$ cat config.mk
export PLATFORM = sky130hd
export DESIGN_NAME = ghr_slot_mem
export DESIGN_NICKNAME = d
export VERILOG_FILES = /design/src/hdl/ghr_pkg.sv /design/src/hdl/ghr_slot_mem.sv
export SDC_FILE = /design/constraint.sdc
export NUM_CORES = 2
export LEC_CHECK = 0
export BUFFER_PORTS_ARGS = -buffer_cell sky130_fd_sc_hd__buf_4
export CORE_MARGIN = 2
export CORE_UTILIZATION = 55
export DETAILED_ROUTE_END_ITERATION = 10
export PLACE_DENSITY = 0.82
export SLEW_MARGIN = 10
export SYNTH_ARGS = -nofsm -noshare
export SYNTH_HDL_FRONTEND = slang
export SYNTH_SLANG_ARGS = --single-unit
$ cat constraint.sdc
create_clock -name clk -period 3.6 [get_ports clk]
set_clock_uncertainty 0.05 [all_clocks]
set_input_delay 0.72 -clock clk [delete_from_list [all_inputs] [get_ports clk]]
set_output_delay 0.72 -clock clk [all_outputs]
set_load 0.05 [all_outputs]
$ cat src/hdl/ghr_pkg.sv
// shared types and constants for the generational handle registry
`default_nettype none
package ghr_pkg;

    // default table size
    localparam int SLOT_COUNT_DEFAULT = 64;

    // field widths
    localparam int REQ_W    = 3;
    localparam int HANDLE_W = 64;
    localparam int REF_W    = 48;
    localparam int GEN_W    = 16;
    localparam int STAT_W   = 3;
    localparam int NH_W     = 48;
    localparam int LIVE_W   = 7;
    localparam int SLOTF_W  = 32;

    // request codes
    localparam logic [REQ_W-1:0] REQ_INIT       = 3'd0;
    localparam logic [REQ_W-1:0] REQ_SHUTDOWN   = 3'd1;
    localparam logic [REQ_W-1:0] REQ_REGISTER   = 3'd2;
    localparam logic [REQ_W-1:0] REQ_LOOKUP     = 3'd3;
    localparam logic [REQ_W-1:0] REQ_UNREGISTER = 3'd4;

    // status codes
    localparam logic [STAT_W-1:0] ST_OK         = 3'd0;
    localparam logic [STAT_W-1:0] ST_BAD_ARG    = 3'd1;
    localparam logic [STAT_W-1:0] ST_NOT_ACTIVE = 3'd2;
    localparam logic [STAT_W-1:0] ST_ALREADY    = 3'd3;
    localparam logic [STAT_W-1:0] ST_FULL       = 3'd4;
    localparam logic [STAT_W-1:0] ST_BAD_HANDLE = 3'd5;

    // update command for the occupancy map
    typedef struct packed {
        logic clear_all;
        logic set_en;
        logic clr_en;
    } ghr_map_cmd_t;

    // command for the slot memory
    typedef struct packed {
        logic rd_en;
        logic wr_en;
        logic clear_gen;
    } ghr_mem_cmd_t;

endpackage
`default_nettype wire

$ cat src/hdl/ghr_slot_mem.sv
// slot memory holding generation and stored reference per slot
`default_nettype none
module ghr_slot_mem #(
    parameter int SLOT_COUNT = ghr_pkg::SLOT_COUNT_DEFAULT
) (
    input  wire                          clk,
    input  wire                          rst_n,
    input  ghr_pkg::ghr_mem_cmd_t        cmd,
    input  wire  [((SLOT_COUNT > 1) ? $clog2(SLOT_COUNT) : 1)-1:0] rd_addr,
    input  wire  [((SLOT_COUNT > 1) ? $clog2(SLOT_COUNT) : 1)-1:0] wr_addr,
    input  wire  [ghr_pkg::GEN_W-1:0]    wr_gen,
    input  wire  [ghr_pkg::REF_W-1:0]    wr_ref,
    output logic [ghr_pkg::GEN_W-1:0]    rd_gen,
    output logic [ghr_pkg::REF_W-1:0]    rd_ref
);

    localparam int WORD_W = ghr_pkg::GEN_W + ghr_pkg::REF_W;

    logic [WORD_W-1:0]     mem [SLOT_COUNT];
    logic [SLOT_COUNT-1:0] gen_live_reg;
    logic [WORD_W-1:0]     rd_word_reg;
    logic                  rd_live_reg;

    // write port
    always_ff @(posedge clk)
    begin
        if (cmd.wr_en)
        begin
            mem[wr_addr] <= {wr_gen, wr_ref};
        end
    end

    // registered read port
    always_ff @(posedge clk)
    begin
        if (cmd.rd_en)
        begin
            rd_word_reg <= mem[rd_addr];
            rd_live_reg <= gen_live_reg[rd_addr];
        end
    end

    // a slot whose generation was never written since init reads as zero
    always_ff @(posedge clk or negedge rst_n)
    begin
        if (!rst_n)
        begin
            gen_live_reg <= '0;
        end
        else if (cmd.clear_gen)
        begin
            gen_live_reg <= '0;
        end
        else if (cmd.wr_en)
        begin
            gen_live_reg[wr_addr] <= 1'b1;
        end
    end

    assign rd_gen = rd_live_reg ? rd_word_reg[WORD_W-1:ghr_pkg::REF_W] : '0;
    assign rd_ref = rd_word_reg[ghr_pkg::REF_W-1:0];

endmodule
`default_nettype wire

After elaboration in Yosys (flattened, before gate mapping)
Memories as Yosys holds them, arrays and structs flattened. A register that Yosys moved wholly into a read port is not among the register bits.
Cells that the tools add are included.
{ "classes": {"reduce_logical": 2, "n_shift": 0, "n_div": 0, "mul": 0, "n_eq_ne": 0, "mux": 9, "bitwise_logic": 1, "add_sub_neg": 0, "order_cmp": 3} }
{ "op_table": {"columns": ["cell", "count"], "rows": [
  ["$mux W64", 2],
  ["$or A64 B64 Y64", 1],
  ["$mux W16", 1],
  ["$lt A6 B7 Y1 const B", 2],
  ["$bmux W1 S6", 1],
  ["$demux W1 S6", 1],
  ["$ge A6 B1 Y1 const B", 1],
  ["$mux W1", 4],
  ["$reduce_bool A2 Y1", 1],
  ["$logic_and A1 B1 Y1", 1]
]} }
{ "totals": {"mem_bits_ro": 0, "latchBits": 0, "output_inout_bits": 64, "ramBits": 4096, "mem_count": 1, "reg_bits": 65} }
{ "mem_list": {"columns": ["memory", "depth", "word_bits", "rd", "rd_ports_with_merged_regs", "write_ports", "line", "rtl"], "rows": [
  ["mem", 64, 64, 1, 1, 1, "ghr_slot_mem.sv:19", "logic [WORD_W-1:0] mem [SLOT_COUNT];"]
]} }

Longest topological paths before layout
{ "logic_depth": {"ltp_word": 7, "mapped_depth": 9} }

Least setup slack after synthesis
Ideal clock, no wire load.
{ "synth_timing": {"kind": "input to register", "startpoint": "input cmd[1] in the netlist's numbering", "endpoint": "memory mem[48][0] in the netlist's numbering, enable pin", "setup_slack_ps": -4445, "path_stages": 3, "path_buffers": 1, "required_ps": 2902, "t_arrival_ps": 7347, "path_cell_list": "clkbuf_1 -> nand4b_1 -> nor4_1"} }
{ "synth_between": {"elab_chain_cells": 2} }
{ "synth_lines": {"columns": ["element", "line", "rtl"], "rows": [
  ["start, declared", "ghr_slot_mem.sv:8", "input ghr_pkg::ghr_mem_cmd_t cmd,"],
  ["$mux W1", "ghr_slot_mem.sv:27", "if (cmd.wr_en)"],
  ["$mux W1 (not written as such)", "ghr_slot_mem.sv:29", "mem[wr_addr] <= {wr_gen, wr_ref};"],
  ["end, declared", "ghr_slot_mem.sv:19", null]
]} }
Every way passes these cells.

Worst setup path in the final report
{ "layout_timing": {"startpoint": "register rd_live_reg", "endpoint": "output rd_gen[1] in the netlist's numbering"} }
{ "layout_between": {"elab_chain_cells": 1} }
{ "layout_lines": {"columns": ["element", "line", "rtl"], "rows": [
  ["start, declared", "ghr_slot_mem.sv:22", "logic rd_live_reg;"],
  ["start signal, assigned", "ghr_slot_mem.sv:39", "rd_live_reg <= gen_live_reg[rd_addr];"],
  ["$mux W16", "ghr_slot_mem.sv:60", "assign rd_gen = rd_live_reg ? rd_word_reg[WORD_W-1:ghr_pkg::REF_W] : '0;"],
  ["end, declared", "ghr_slot_mem.sv:13", "output logic [ghr_pkg::GEN_W-1:0] rd_gen,"]
]} }
Every way passes these cells.

==> reports/results.tsv <==
stage	metric	value	unit
logic_synthesis	Yosys warning total	0	
critical_path	Buf/Inv on CP	2	
logic_synthesis	Synth top area share	78.2	%
finish	share of cells above drive strength 1	29.3	%
logic_synthesis	Synth Instances	6812	
sta	RSZ-0062 raised after global routing	false	
critical_path	Worst setup EP type	output pin	
sta	Slew @ Worst Pin	1300	ps
sta	post-route setup slack	639	ps
finish	fillers	16965	
floorplan	CORE AREA	288000	µm²
clock_network	H-tree depth	5	
critical_path	FF-to-FF path depth	4	
grt	first-pass GRT wire length	713000	µm
floorplan	die height	543	µm
sta	Final Hold Slack	127	ps
finish	NumNets Final	7411	
power	Final Power	102000	µW
floorplan	Ports	145	
finish	post-route insts no fill	11456	
critical_path	FF-to-FF setup slack	1510	ps
critical_path	reg2reg start	mem[11][32]	
clock_network	TritonCTS clock tree	built	
sta	Tcrit/Tclk final	82.2	%
grt	vias in the first global route	88584	
min_path	hold wc startpoint	wr_addr[1]	
finish	most frequent cells in the layout	edfxtp_1 (4161), mux4_2 (1040), clkbuf_16 (395), buf_4 (350), a22oi_1 (260)	
logic_synthesis	largest cells by area after synthesis	edfxtp_1 (78%), mux4_2 (15%), a22oi_1 (1.2%)	
finish	multi-input logic area	31400	µm²
flow_run	max-cap violation count	0	
min_path	hold path cells	3	
drt	Post-Route WL	524000	µm
clock_network	Clk pin slew, worst setup/hold paths	70	ps
critical_path	most used cell along the critical path	buf_4	
logic_synthesis	Post-Syn Area	160000	µm²
logic_synthesis	FF+latch count, synth	4225	
logic_synthesis	Synth Net Count	6893	
finish	Largest register FFs	4096	
place	dpl ws	395	ps
clock_network	CTS Root Cell	clkbuf_16	
critical_path	CP max FO	16	
min_path	Hold Path End	gen_live_reg[51]	
critical_path	Critical-path top delay cell	edfxtp_1	
critical_path	crit-path cells	buf_4 -> and2_1 -> buf_4	
run_status	status	finished clean	
logic_synthesis	syn_area_per_cell	23.4	µm²
finish	Final Cell Area	182000	µm²
power	leakage dissipation	0.0573	µW
drt	1st-pass router iterations	8	
drt	Iteration-0 DRC Markers	17576	
finish	Area Growth Syn to Fin	14.1	%
clock_network	clock buffer depth	4	
floorplan	Rows	197	
finish	Sequential Area	127000	µm²
sta	Final Hold Fails	0	
floorplan	die area	295000	µm²
place	Placed Area	170000	µm²
clock_network	TritonCTS Buffers	393	
clock_network	CTS sink count	4225	
logic_synthesis	register area share after synthesis	79.2	%
place	gpl congestion	0.830	
sta	slew margin rel.	13.0	%
critical_path	CP arrival	2190	ps
critical_path	CP Launch Type	register	
power	pwr/cell area	560	nW/µm²
sta	Fmax	338	MHz
place	Port Buf Inserts	144	
place	DP Cell Count	10715	
drt	DR WL/cell	45.7	µm
floorplan	Initial Utilization	55.4	%
finish	commonest non-fill, non-tap cell in the layout	edfxtp_1	
floorplan	Die X	543	µm
sta	fin. max-slew vios	0	
clock_network	post-CTS resize count	0	
critical_path	delay-heaviest family, CP	buffers and inverters	
critical_path	max incr delay on CP	380	ps
critical_path	Worst Path Required	2830	ps
power	Worst VDD drop	0.000443	V
min_path	type of the tightest min-delay check	in -> reg	
grt	largest net degree at the start of global routing	72	
clock_network	Clk Latency, worst-skew pair	1010	ps
logic_synthesis	Synth cell types	33	
drt	vias per cell	7.57	
critical_path	worst flop-to-flop path endpoint	rd_word_reg[32]	
drt	routed via count	86713	
clock_network	setup bufs post-CTS	0	
sta	Final Critical Period	2960	ps
logic_synthesis	cell taking the most area after synthesis	edfxtp_1	
place	Final HPWL DP	253000	µm
grt	GR Util All Layers	35.5	%
grt	initial antenna violation count	33	
drt	Residual DRC	0	
drt	antenna-violating nets left	0	
grt	total grt overflow	0	
sta	final count of negative-setup-slack endpoints	0	
critical_path	critical path type	reg -> out	
==> Yosys cell counts <==
cell          n
dfrtp_1      64
nor2_1      229
buf_2       122
a211oi_1     63
mux4_2     1040
buf_6        16
nand3b_1     22
and2_1       19
nor3_1        4
nand2b_1      8
or3b_2        6
nand4_1       1
edfxtp_1   4161
a31oi_1       4
o221ai_1     43
or2_2         3
o211a_1      65
or4b_2        1
nand3_1     114
nor2b_1       5
nand4bb_1     3
inv_1         3
buf_1        40
o22ai_1     128
or3_1         3
clkbuf_1    156
mux2i_1     111
a22oi_1     260
buf_4       107
nor4_1        1
nand4b_1      4
nand2_1       4
a221oi_1      2
==> report_power, final <==
part           internal [µW]  switching, µW  total (µW)
Combinational           1890           3470        5360
Clock                  22800          19200       42000
Sequential             54500            236       54700
==> cells by family (layout without fill, tap and decap cells) <==
family | count (synthesis) | count (layout) | synth area share [%]
buf+inv | 444 | 1278 | 1.47
other cells | 0 | 29 | 0
flops | 4225 | 4225 | 79.2
simple gates | 427 | 427 | 1.26
compound gates | 565 | 565 | 2.69
mux | 1151 | 1151 | 15.4
==> area by class of cell <==
type / count / share of cell area (%)
well taps: 3781 / 2.59
inverters: 3 / 0.00618
multi-input cells: 2143 / 17.2
clock inverters: 251 / 1.37
repair buffers: 564 / 3.78
diodes: 29 / 0.0398
flip-flops and latches: 4225 / 69.4
clock buffers: 460 / 5.57
==> how the worst max path moves through the flow <==
stage	startpoint	to	slack (ps)	cells after the start
after floorplan	wr_addr[0]	mem[28][0]	-1050	4
after global placement	wr_addr[1]	mem[16][26]	430	4
after detailed placement	wr_addr[1]	mem[16][26]	390	4
after CTS	rd_live_reg	rd_gen[1]	620	3
after global routing	rd_live_reg	rd_gen[1]	600	3
final	rd_live_reg	rd_gen[1]	640	3
==> worst min-delay path: cells and delay by family <==
family	cells	cell delay, ps
compound gates	1	140
buf+inv	1	170
simple gates	1	60
==> layer usage <==
| metal | track usage, % | routed length [µm] |
|---|---|---|
| met5 | 0 | 146 |
| met4 | 24.5 | 45600 |
| met3 | 12.5 | 90100 |
| met2 | 54.0 | 239000 |
| met1 | 42.9 | 148000 |
==> metrics by stage <==
stage | util, % | TNS (ps)
after floorplan | - | -1150780
after global placement | 58.8 | 0
after detailed placement | 58.8 | 0
after CTS | 63.2 | 0
after global routing | 63.2 | 0
final | 63.2 | 0
==> timing repair <==
action,CTS,global route
hold buffers,1,0
hold endpoints to repair,64,0
setup endpoints to repair,0,0
No activity file was read; power rests on OpenSTA's default activity.
