--- src/hdl/ghr_pkg.sv ---
// shared types and constants for the generational handle registry
`default_nettype none
package ghr_pkg;

    // default table size
    localparam int SLOT_COUNT_DEFAULT = 64;

    // field widths
    localparam int REQ_W    = 3;
    localparam int HANDLE_W = 64;
    localparam int REF_W    = 48;
    localparam int GEN_W    = 16;
    localparam int STAT_W   = 3;
    localparam int NH_W     = 48;
    localparam int LIVE_W   = 7;
    localparam int SLOTF_W  = 32;

    // request codes
    localparam logic [REQ_W-1:0] REQ_INIT       = 3'd0;
    localparam logic [REQ_W-1:0] REQ_SHUTDOWN   = 3'd1;
    localparam logic [REQ_W-1:0] REQ_REGISTER   = 3'd2;
    localparam logic [REQ_W-1:0] REQ_LOOKUP     = 3'd3;
    localparam logic [REQ_W-1:0] REQ_UNREGISTER = 3'd4;

    // status codes
    localparam logic [STAT_W-1:0] ST_OK         = 3'd0;
    localparam logic [STAT_W-1:0] ST_BAD_ARG    = 3'd1;
    localparam logic [STAT_W-1:0] ST_NOT_ACTIVE = 3'd2;
    localparam logic [STAT_W-1:0] ST_ALREADY    = 3'd3;
    localparam logic [STAT_W-1:0] ST_FULL       = 3'd4;
    localparam logic [STAT_W-1:0] ST_BAD_HANDLE = 3'd5;

    // update command for the occupancy map
    typedef struct packed {
        logic clear_all;
        logic set_en;
        logic clr_en;
    } ghr_map_cmd_t;

    // command for the slot memory
    typedef struct packed {
        logic rd_en;
        logic wr_en;
        logic clear_gen;
    } ghr_mem_cmd_t;

endpackage
`default_nettype wire

--- src/hdl/ghr_free_map.sv ---
// occupancy bits per slot and lowest free slot search
`default_nettype none
module ghr_free_map #(
    parameter int SLOT_COUNT = ghr_pkg::SLOT_COUNT_DEFAULT
) (
    input  wire                         clk,
    input  wire                         rst_n,
    input  ghr_pkg::ghr_map_cmd_t       cmd,
    input  wire  [((SLOT_COUNT > 1) ? $clog2(SLOT_COUNT) : 1)-1:0] idx,
    output logic [SLOT_COUNT-1:0]       valid,
    output logic [((SLOT_COUNT > 1) ? $clog2(SLOT_COUNT) : 1)-1:0] free_idx,
    output logic                        free_found
);

    localparam int IDX_W = (SLOT_COUNT > 1) ? $clog2(SLOT_COUNT) : 1;

    logic [SLOT_COUNT-1:0] valid_reg;

    assign valid = valid_reg;

    // occupancy update
    always_ff @(posedge clk or negedge rst_n)
    begin
        if (!rst_n)
        begin
            valid_reg <= '0;
        end
        else if (cmd.clear_all)
        begin
            valid_reg <= '0;
        end
        else if (cmd.set_en)
        begin
            valid_reg[idx] <= 1'b1;
        end
        else if (cmd.clr_en)
        begin
            valid_reg[idx] <= 1'b0;
        end
    end

    // lowest clear bit wins
    always_comb
    begin
        free_idx   = '0;
        free_found = 1'b0;
        for (int i = SLOT_COUNT - 1; i >= 0; i--)
        begin
            if (!valid_reg[i])
            begin
                free_idx   = IDX_W'(i);
                free_found = 1'b1;
            end
        end
    end

endmodule
`default_nettype wire

--- config.mk ---
export PLATFORM = sky130hd
export DESIGN_NAME = ghr_free_map
export DESIGN_NICKNAME = d
export VERILOG_FILES = /design/src/hdl/ghr_pkg.sv /design/src/hdl/ghr_free_map.sv
export SDC_FILE = /design/constraint.sdc
export NUM_CORES = 1
export LEC_CHECK = 0
export ABC_AREA = 1
export ABC_CLOCK_PERIOD_IN_PS = 4450
export BUFFER_PORTS_ARGS = -buffer_cell sky130_fd_sc_hd__buf_2
export CAP_MARGIN = 5
export CELL_PAD_IN_SITES_DETAIL_PLACEMENT = 0
export CELL_PAD_IN_SITES_GLOBAL_PLACEMENT = 1
export CORE_MARGIN = 1.5
export CORE_UTILIZATION = 39
export CTS_BUF_LIST = sky130_fd_sc_hd__clkbuf_8 sky130_fd_sc_hd__clkbuf_16
export CTS_CLUSTER_DIAMETER = 30
export DETAILED_ROUTE_END_ITERATION = 7
export HOLD_SLACK_MARGIN = 0.15
export PLACE_DENSITY_LB_ADDON = 0.25
export SYNTH_ARGS = -nofsm -noshare
export SYNTH_HDL_FRONTEND = slang
export SYNTH_SLANG_ARGS = --single-unit
--- constraint.sdc ---
create_clock -name clk -period 4.45 [get_ports clk]
set_input_delay 0.89 -clock clk [delete_from_list [all_inputs] [get_ports clk]]
set_output_delay 0.89 -clock clk [all_outputs]
set_load 0.05 [all_outputs]
* After elaboration in Yosys (flattened, before gate mapping)
Index checks and enable logic that the tools add are counted.
** Storage, ports and cells
- Register bits :: 64
- Bits of input ports :: 11
- Output and inout port bits :: 71
- Logic and storage cells :: 141
** Cells by class
- Order comparisons :: 2
- Muxes and demuxes :: 133
- Bitwise operators :: 3
- Reduce and logical (&&, ||, !) cells :: 2
** Operators by type and width (number)
- $mux 6 :: 64
- $mux 64 :: 3
- $mux 1 :: 65
- $and 64x64->64 :: 1
- $not 64->64 :: 1
- $or 64x64->64 :: 1
- $lt 6x7->1 const B :: 1
- $demux 1 s6 :: 1
- $ge 6x1->1 const B :: 1
- $reduce_bool 3->1 :: 1
- $logic_and 1x1->1 :: 1

* Depth between registers and ports, before layout
Gate-level depths: netlist of the first run.
- Depth in word-level cells :: 64
- Depth in mapped cells :: 61
- Depth with buffers taken out :: 61

* Worst setup path after synthesis of the first run
OpenSTA, ideal clock, no wires.
- Kind :: register -> output
- Start point :: reg valid_reg[62], in the netlist valid[62]
- End point :: out free_idx[0] (netlist name)
- Arrival :: 4.652 ns
- Required time :: 3.560 ns
- Slack :: -1.092 ns
- Stages on the path, launching flop included :: 61
- Buffers on the path :: 0
- Path through :: dfrtp_1 nand2_1 nand2_1 nand2_1 nand2_1 nand2_1 nand2_1 nand2_1 nand2_1 nand2_1 nand2_1 nand2_1 nand2_1 nand2_1 nand2_1 nand2_1 nand2_1 nand2_1 [... 25 more ...] nand2_1 nand2_1 nand2_1 nand2_1 nand2_1 nand2_1 nand2_1 nand2_1 nand2_1 nand2_1 nand2_1 nand2_1 nand2_1 nand2_1 nand2_1 nand2_1 nand2_1 a21oi_2
** Between the ends
- Longest elaborated chain between the ends :: 63
** RTL lines
- start, declared :: line ghr_free_map.sv:17 : logic [SLOT_COUNT-1:0] valid_reg;
- start signal, assigned :: line ghr_free_map.sv:26 : valid_reg <= '0;
- start signal, assigned :: line ghr_free_map.sv:30 : valid_reg <= '0;
- start signal, assigned by index :: line ghr_free_map.sv:34 : valid_reg[idx] <= 1'b1;
- $mux 6 (63 in a row) :: line ghr_free_map.sv:49 : if (!valid_reg[i])
- end, declared :: line ghr_free_map.sv:11 : output logic [((SLOT_COUNT > 1) ? $clog2(SLOT_COUNT) : 1)-1:0] free_idx,
Every way passes these cells.

* Worst setup path in the final report of the first run
- Start point :: reg valid_reg[63], in the netlist valid[63]
- End point :: out free_idx[0] (netlist name)
** Between the ends
- Longest elaborated chain between the ends :: 64
** RTL lines (line)
- $mux 6 (64 in a row) :: ghr_free_map.sv:49
Every way passes these cells.

==> results of run 1 <==
-- worst min-delay path by stage --
| stage | start | endpoint | slack [ns] | cells past startpoint |
|---|---|---|---|---|
| finish | valid[22] | valid[22] | 0.60 | 2 |
| global route | valid[38] | valid[38] | 0.64 | 2 |
| CTS | valid[22] | valid[22] | 0.61 | 2 |
| detailed placement | valid[46] | valid[46] | 0.59 | 2 |
| global placement | valid[53] | valid[53] | 0.58 | 2 |
| floorplan | rst_n | valid[0] | 0.59 | 0 |
-- placed cells by master, fill, tap and decap left out, drive strengths merged --
cell,instances
nor3,41
nor2,22
o311ai,1
and2,1
nand2,145
nor4,5
o211ai,1
clkbuf,13
clkinvlp,1
dfrtp,64
a311oi,1
clkinv,1
o22ai,4
o21ai,82
a31oi,5
o31ai,6
o21bai,2
nand3,40
buf,107
inv,66
o32ai,10
a21oi,65
a21boi,1
-- metal layers --
| metal | global-route usage | up-vias |
|---|---|---|
| met1 | 0.372 | 2154 |
| met4 | 0.0685 | 0 |
| met5 | 0 | - |
| met2 | 0.418 | 187 |
| met3 | 0.0388 | 16 |
| li1 | - | 2182 |
-- power by group --
| part | internal (mW) | total [mW] | switching [mW] |
|---|---|---|---|
| Sequential | 0.588 | 0.595 | 0.00749 |
| Combinational | 0.0312 | 0.155 | 0.124 |
| Clock | 0.261 | 0.499 | 0.238 |
| Total | 0.880 | 1.25 | 0.369 |
-- kinds of logic after synthesis --
kind of cell | Yosys count
DFF | 64
and+or+nand+nor | 254
AOI/OAI and AO/OA | 178
buffers and inverters | 94
-- worst max-delay path: cells and delay by family, from the launching register on --
family                 cells  cell delay (ns)
and+or+nand+nor           59             3.07
DFF                        1             0.41
buffers and inverters      2             0.23
AOI/OAI and AO/OA          1             0.12
-- layout make-up --
cell class,count,area [um^2],area share
Sequential cell,64,1610,0.328
Clock buffer,13,179,0.0366
Timing Repair Buffer,107,609,0.125
Clock inverter,3,16.3,0.00333
Tap cell,133,166,0.0340
Inverter,65,244,0.0499
Multi-Input combinational cell,432,2070,0.423
-- repair_timing --
action,4_1_cts,5_1_grt
endpoints found under the hold margin,0,0
setup endpoints to repair,2,2
setup buffers,1,0
pin swaps,1,0
resized for setup,3,0
==> out/metrics.cfg, run 1 <==
[outcome]
status = finished, violations left
violations = setup timing

[drt]
first_pass_iters = 5
wirelength_mm = 14.0
ant_nets = 0
wl_per_cell_um = 17.1
vias = 4539
wl_met1_mm = 6.44
drc = 0
wl_met2_mm = 6.47
vias_per_cell = 5.56
drt_iter0_drc = 385
wl_met3_um = 880
highest_layer = met4

[clock_network]
path_clk_slew_ns = 0.08
cts_inserted_buffers = 9
cts-root-buf = clkbuf_8
clockBufferDepth = 2
cts_num_sinks = 64
ctsHoldBuffers = 0
cts_tree = built
cts.htree.levels = 3
worstSkewPairLatency_ns = 0.34

[worst_setup_path]
crit_fanout = 2
timing.rr.end = valid[58]
regToRegStartpoint = valid[58]
crit_start = valid[63]
cp_common_cell = nand2_1
path_class = flop to output port
worstSetupEndpointType = output port
crit_end = free_idx[0]
critPathLaunchType = flop
worstPathArrival_ns = 4.17
r2r_cells = 5
reg2reg_slack_ns = 3.42
cpPeakStageDelay_ns = 0.41
required_ns = 3.56
cp_slowest_cell = dfrtp_2

[timing]
rsz0062_at_grt = yes
worst_slack_ns = -0.608
fin_crit_ns = 5.06
finalSetupViolCount = 2
finalHoldViolCount = 0
tns_ns = -0.681
finalCritPeriodShare = 1.14
tightest_slew_ns = 1.26
finClkSkew_ns = 0
slew_headroom = 0.154
max_freq_mhz = 198
drv_slew = 0
holdWs_ns = 0.605

[power]
p_total_mw = 1.25
p_per_area_nw_per_um2 = 255
ir_drop_mv = 0.126
p_leak_nw = 1.97

[floorplanning]
rows = 36
die_w_um = 104
start_util = 0.406
dieArea_um2 = 10900
dieHeight_um = 104
coreArea_um2 = 9860
ioPinCount = 82

[placement]
dp_hpwl_mm = 9.45
gp_congestion = 0.862
pre_cts_slack_ns = -0.295
dp_cells = 800
io_buffer_count = 81
placed_area_um2 = 4680

[global_route]
grt_pass1_wl_mm = 22.6
grt_pass1_vias = 4212
grt_antenna_before_repair = 0
grt_overflow = 0
grt_max_degree = 52
grt.total_usage = 0.262

[synthesis]
synth-xor-area-share = 0
synth_area_leaders = dfrtp_1 (40%), nand2_1 (14%), o21ai_0 (10%), a21oi_1 (8.0%), inv_1 (6.0%)
yosys.area_share.simple = 0.267
synth_fa_ha_area_frac = 0
yosysWarnings = 0
seq_area_frac_synth = 0.400
yosysTopAreaCell = dfrtp_1
synth_cell_types = 23
synth-main-ff-cell = dfrtp_1
syn-num-nets = 601
syn_avg_cell_area_um2 = 6.78
synth_cells = 590
synth_compound_area_frac = 0.244
synth_top_family_by_area = simple AND/OR/NAND/NOR gates
ys_ff_latch = 64
yosysMostFrequentCell = nand2_1
synth_commonest_cells = nand2_1 (145), o21ai_0 (82), a21oi_1 (64), dfrtp_1 (64), inv_1 (64)
synth_top_area_frac = 0.400
synth_mux_area_frac = 0
synth_edf_count = 0
netlist_area_um2 = 4000
ys_async_sr_fraction = 1.00

[final_layout]
final_util = 0.496
fin_nets = 690
syn_to_final_growth_pct = 22.3
antenna_cells = 0
fin_area_um2 = 4890
final_layout_size_suffix_gt1_frac = 0.193
fillers = 1030
fin_cells = 817
largest_reg_flops = 64

[worst_hold_path]
hold_path.class = flop to flop

[flow_run]
max_cap_violations = 0

No activity file was read; power rests on OpenSTA's default activity.
==> run 2: changes to the inputs <==
--- a/config.mk
+++ b/config.mk
@@ -18,6 +18,7 @@
 export DETAILED_ROUTE_END_ITERATION = 7
 export HOLD_SLACK_MARGIN = 0.15
 export PLACE_DENSITY_LB_ADDON = 0.25
+export SKIP_CTS_REPAIR_TIMING = 1
 export SYNTH_ARGS = -nofsm -noshare
 export SYNTH_HDL_FRONTEND = slang
 export SYNTH_SLANG_ARGS = --single-unit
==> run 2 against run 1 <==
The run still ends with setup timing left. Clock skew stayed put. Combinational power hardly changed. Wire length is 0.11% higher. Power is 0.22% higher. Clock power hardly changed. Via count is 0.26% higher. Cell area stayed put. Fmax is 0.10% higher. Sequential share of layout area stayed put.
==> out/metrics.cfg, run 2 (synthesis results as in run 1) <==
[floorplanning]
coreArea_um2 = 9860
rows = 36
dieHeight_um = 104
ioPinCount = 82
dieArea_um2 = 10900
die_w_um = 104
start_util = 0.406

[drt]
vias_per_cell = 5.57
ant_nets = 0
vias = 4551
drt_iter0_drc = 379
highest_layer = met4
wl_met3_um = 794
drc = 0
first_pass_iters = 5
wirelength_mm = 14.0
wl_met1_mm = 6.48
wl_met2_mm = 6.51
wl_per_cell_um = 17.1

[placement]
gp_congestion = 0.862
dp_cells = 800
io_buffer_count = 81
dp_hpwl_mm = 9.45
placed_area_um2 = 4680
pre_cts_slack_ns = -0.295

[timing]
finClkSkew_ns = 0
worst_slack_ns = -0.603
finalHoldViolCount = 0
drv_slew = 0
max_freq_mhz = 198
rsz0062_at_grt = yes
holdWs_ns = 0.608
tightest_slew_ns = 1.30
fin_crit_ns = 5.05
finalCritPeriodShare = 1.14
finalSetupViolCount = 2
tns_ns = -0.721
slew_headroom = 0.130

[power]
p_per_area_nw_per_um2 = 256
combPwrFrac = 0.124
intPower_mw = 0.880
p_seq_frac = 0.475
net-switching-power_mw = 0.372
ir_drop_mv = 0.126
switching_share = 0.297
p_leak_nw = 1.97
pwr-share-clk = 0.401
p_total_mw = 1.25

[worst_setup_path]
worstSetupEndpointType = output port
cp_common_cell = nand2_1
path_class = flop to output port
cpPeakStageDelay_ns = 0.41
path_buf_inv = 2
worstPathArrival_ns = 4.16
crit_fanout = 2
required_ns = 3.56
cp_slowest_cell = dfrtp_2
critPathLaunchType = flop
crit_family = simple AND/OR/NAND/NOR gates

[global_route]
grt_antenna_before_repair = 0
grt_max_degree = 52
grt_pass1_vias = 4209
grt_overflow = 0
grt_pass1_wl_mm = 22.5
grt.total_usage = 0.262

[clock_network]
cts.htree.levels = 3
clockBufferDepth = 2
cts_tree = built
cts_num_sinks = 64
path_clk_slew_ns = 0.08
cts-root-buf = clkbuf_8
cts_inserted_buffers = 9
worstSkewPairLatency_ns = 0.34

[final_layout]
largest_reg_flops = 64
fin_cells = 817
fin_nets = 690
fillers = 1028
antenna_cells = 0
layout_commonest_cell = nand2_1
final_layout_size_suffix_gt1_frac = 0.193
layout_common_cells = nand2_1 (144), o21ai_0 (82), buf_2 (79)
fin_area_um2 = 4890
syn_to_final_growth_pct = 22.3
final_util = 0.496

[outcome]
status = finished, violations left
violations = setup timing

[flow_run]
max_cap_violations = 0

[worst_hold_path]
hold_path.class = flop to flop

[run 2: area by class of cell]
type | instances | area [um^2] | area share
Sequential cell | 64 | 1610 | 0.328
Timing Repair Buffer | 107 | 609 | 0.125
Multi-Input combinational cell | 432 | 2070 | 0.423
Clock inverter | 3 | 16.3 | 0.00333
Clock buffer | 13 | 179 | 0.0366
Inverter | 65 | 244 | 0.0499
Tap cell | 133 | 166 | 0.0340
[run 2: power by group through the flow]
stage               Clock [mW]  Sequential, mW  Combinational (mW)
floorplan                    0           0.629              0.0673
global route             0.536           0.596               0.168
finish                   0.501           0.595               0.155
CTS                      0.506           0.595               0.154
detailed placement           0           0.607               0.154
global placement             0           0.606               0.152
[run 2: routing by layer]
| metal | vias to the layer above | track usage |
|---|---|---|
| met1 | 2181 | 0.371 |
| met4 | 0 | 0.0685 |
| met5 | - | 0 |
| met2 | 175 | 0.418 |
| li1 | 2179 | - |
| met3 | 16 | 0.0388 |
[run 2: worst reg2reg max path, cell delays in order (launching register included)]
cell	delay, ns
dfrtp_1	0.39
buf_4	0.14
inv_1	0.10
a21oi_1	0.07
o21ai_0	0.10
o21ai_0	0.09
[run 2: final timing paths]
path | from | to | slack [ns] | cells past startpoint
max | valid[63] | free_idx[0] | -0.60 | 62
min | valid[22] | valid[22] | 0.61 | 2
max reg2reg | valid[58] | valid[58] | 3.43 | 5
min reg2reg | valid[22] | valid[22] | 0.61 | 2
max in group asynchronous | rst_n | valid[61] | 2.84 | 2
min in group asynchronous | rst_n | valid[54] | 0.63 | 1
==> run 3: changes to the inputs <==
--- a/config.mk
+++ b/config.mk
@@ -11,6 +11,7 @@
 export CAP_MARGIN = 5
 export CELL_PAD_IN_SITES_DETAIL_PLACEMENT = 0
 export CELL_PAD_IN_SITES_GLOBAL_PLACEMENT = 1
+export CORE_ASPECT_RATIO = 0.9
 export CORE_MARGIN = 1.5
 export CORE_UTILIZATION = 39
 export CTS_BUF_LIST = sky130_fd_sc_hd__clkbuf_8 sky130_fd_sc_hd__clkbuf_16
==> run 3 against run 2 <==
The run still ends with setup timing left. Fmax increased by 1.4%. Core utilization increased by 0.90 points. Clock skew stayed put. First-iteration DRC count fell by 12%.
==> out/metrics.cfg, run 3 (synthesis results as in run 1) <==
[placement]
io_buffer_count = 81
gp_congestion = 0.890
dp_hpwl_mm = 9.67
placed_area_um2 = 4700

[worst_setup_path]
required_ns = 3.56
worstSetupEndpointType = output port
path_class = flop to output port
crit_family = simple AND/OR/NAND/NOR gates
worstPathArrival_ns = 4.09
critPathLaunchType = flop
cp_slowest_cell = dfrtp_2
cpPeakStageDelay_ns = 0.40
path_buf_inv = 2
crit_fanout = 2
cp_common_cell = nand2_1

[drt]
first_pass_iters = 5
ant_nets = 0
drt_iter0_drc = 332
vias = 4580
drc = 0
wl_per_cell_um = 17.3
vias_per_cell = 5.63
wirelength_mm = 14.1

[timing]
finalSetupViolCount = 2
worst_slack_ns = -0.532
finalCritPeriodShare = 1.12
slew_headroom = 0.190
drv_slew = 0
max_freq_mhz = 201
finalHoldViolCount = 0
fin_crit_ns = 4.98
tightest_slew_ns = 1.21
tns_ns = -0.597
finClkSkew_ns = 0
rsz0062_at_grt = yes

[clock_network]
cts-root-buf = clkbuf_16
worstSkewPairLatency_ns = 0.33
cts.htree.levels = 3
cts_inserted_buffers = 9
cts_tree = built
cts_num_sinks = 64
path_clk_slew_ns = 0.06
clockBufferDepth = 2

[floorplanning]
dieHeight_um = 99.1
start_util = 0.407
dieArea_um2 = 10900
die_w_um = 110
coreArea_um2 = 9830
rows = 34
ioPinCount = 82

[final_layout]
fin_area_um2 = 4960
fillers = 1004
antenna_cells = 0
largest_reg_flops = 64
final_layout_size_suffix_gt1_frac = 0.192
syn_to_final_growth_pct = 24.0
layout_common_cells = nand2_1 (144), o21ai_0 (82), buf_2 (80)
layout_commonest_cell = nand2_1
fin_nets = 693

[global_route]
grt_max_degree = 52
grt_pass1_wl_mm = 23.0
grt_overflow = 0
grt_antenna_before_repair = 0
grt_pass1_vias = 4482
grt.total_usage = 0.277

[flow_run]
max_cap_violations = 0

[power]
p_total_mw = 1.38
ir_drop_mv = 0.185
p_per_area_nw_per_um2 = 279
p_leak_nw = 2.02

[outcome]
status = finished, violations left
violations = setup timing

[worst_hold_path]
hold_path.class = flop to flop

## run 3: cell type report
| class | count | area [um^2] | share of cell area |
|---|---|---|---|
| clock buffers | 9 | 225 | 0.0454 |
| well taps | 126 | 158 | 0.0318 |
| repair buffers | 110 | 629 | 0.127 |
| inverters | 65 | 244 | 0.0492 |
| multi-input cells | 432 | 2070 | 0.416 |
| clock inverters | 7 | 33.8 | 0.00681 |
| flip-flops and latches | 64 | 1610 | 0.324 |
## run 3: metrics by stage
stage | util | hold WS (ns) | instances | setup WS (ns)
finish | 0.505 | 0.591 | 813 | -0.532
CTS | 0.504 | 0.593 | 813 | -0.673
global route | 0.505 | 0.639 | 813 | -1.27
floorplan | - | 0.594 | 590 | -0.837
detailed placement | 0.478 | 0.581 | 797 | -0.295
global placement | 0.478 | 0.571 | 797 | -0.229
## run 3: worst register-to-register path, stage by stage (launching register included)
cell and delay (ns):
dfrtp_1 0.37, buf_4 0.14, inv_1 0.10, a21oi_1 0.08
o21ai_0 0.12, o21ai_0 0.12
## run 3: path summary, 6_finish.rpt
| kind | from | endpoint | slack (ns) | depth (start not counted) |
|---|---|---|---|---|
| setup / recovery | valid[63] | free_idx[0] | -0.53 | 62 |
| hold / removal | valid[46] | valid[46] | 0.59 | 2 |
| setup reg to reg | valid[58] | valid[58] | 3.39 | 5 |
| hold reg to reg | valid[46] | valid[46] | 0.59 | 2 |
| max in group asynchronous | rst_n | valid[61] | 2.78 | 2 |
| min in group asynchronous | rst_n | valid[33] | 0.79 | 1 |
## run 3: layer usage
metal  vias to the layer above  GRT usage  share of wire
met2                       141      0.432           0.47
met5                         -          0              0
met1                      2230      0.394           0.47
li1                       2195          -              -
met4                         0     0.0689          0.013
met3                        14     0.0509          0.053
## run 3: power breakdown
| part | internal, mW | leakage [nW] | switching, mW |
|---|---|---|---|
| Sequential | 0.589 | 0.887 | 0.00743 |
| Clock | 0.368 | 0.139 | 0.267 |
| Combinational | 0.0318 | 0.997 | 0.122 |
| Total | 0.988 | 2.02 | 0.396 |
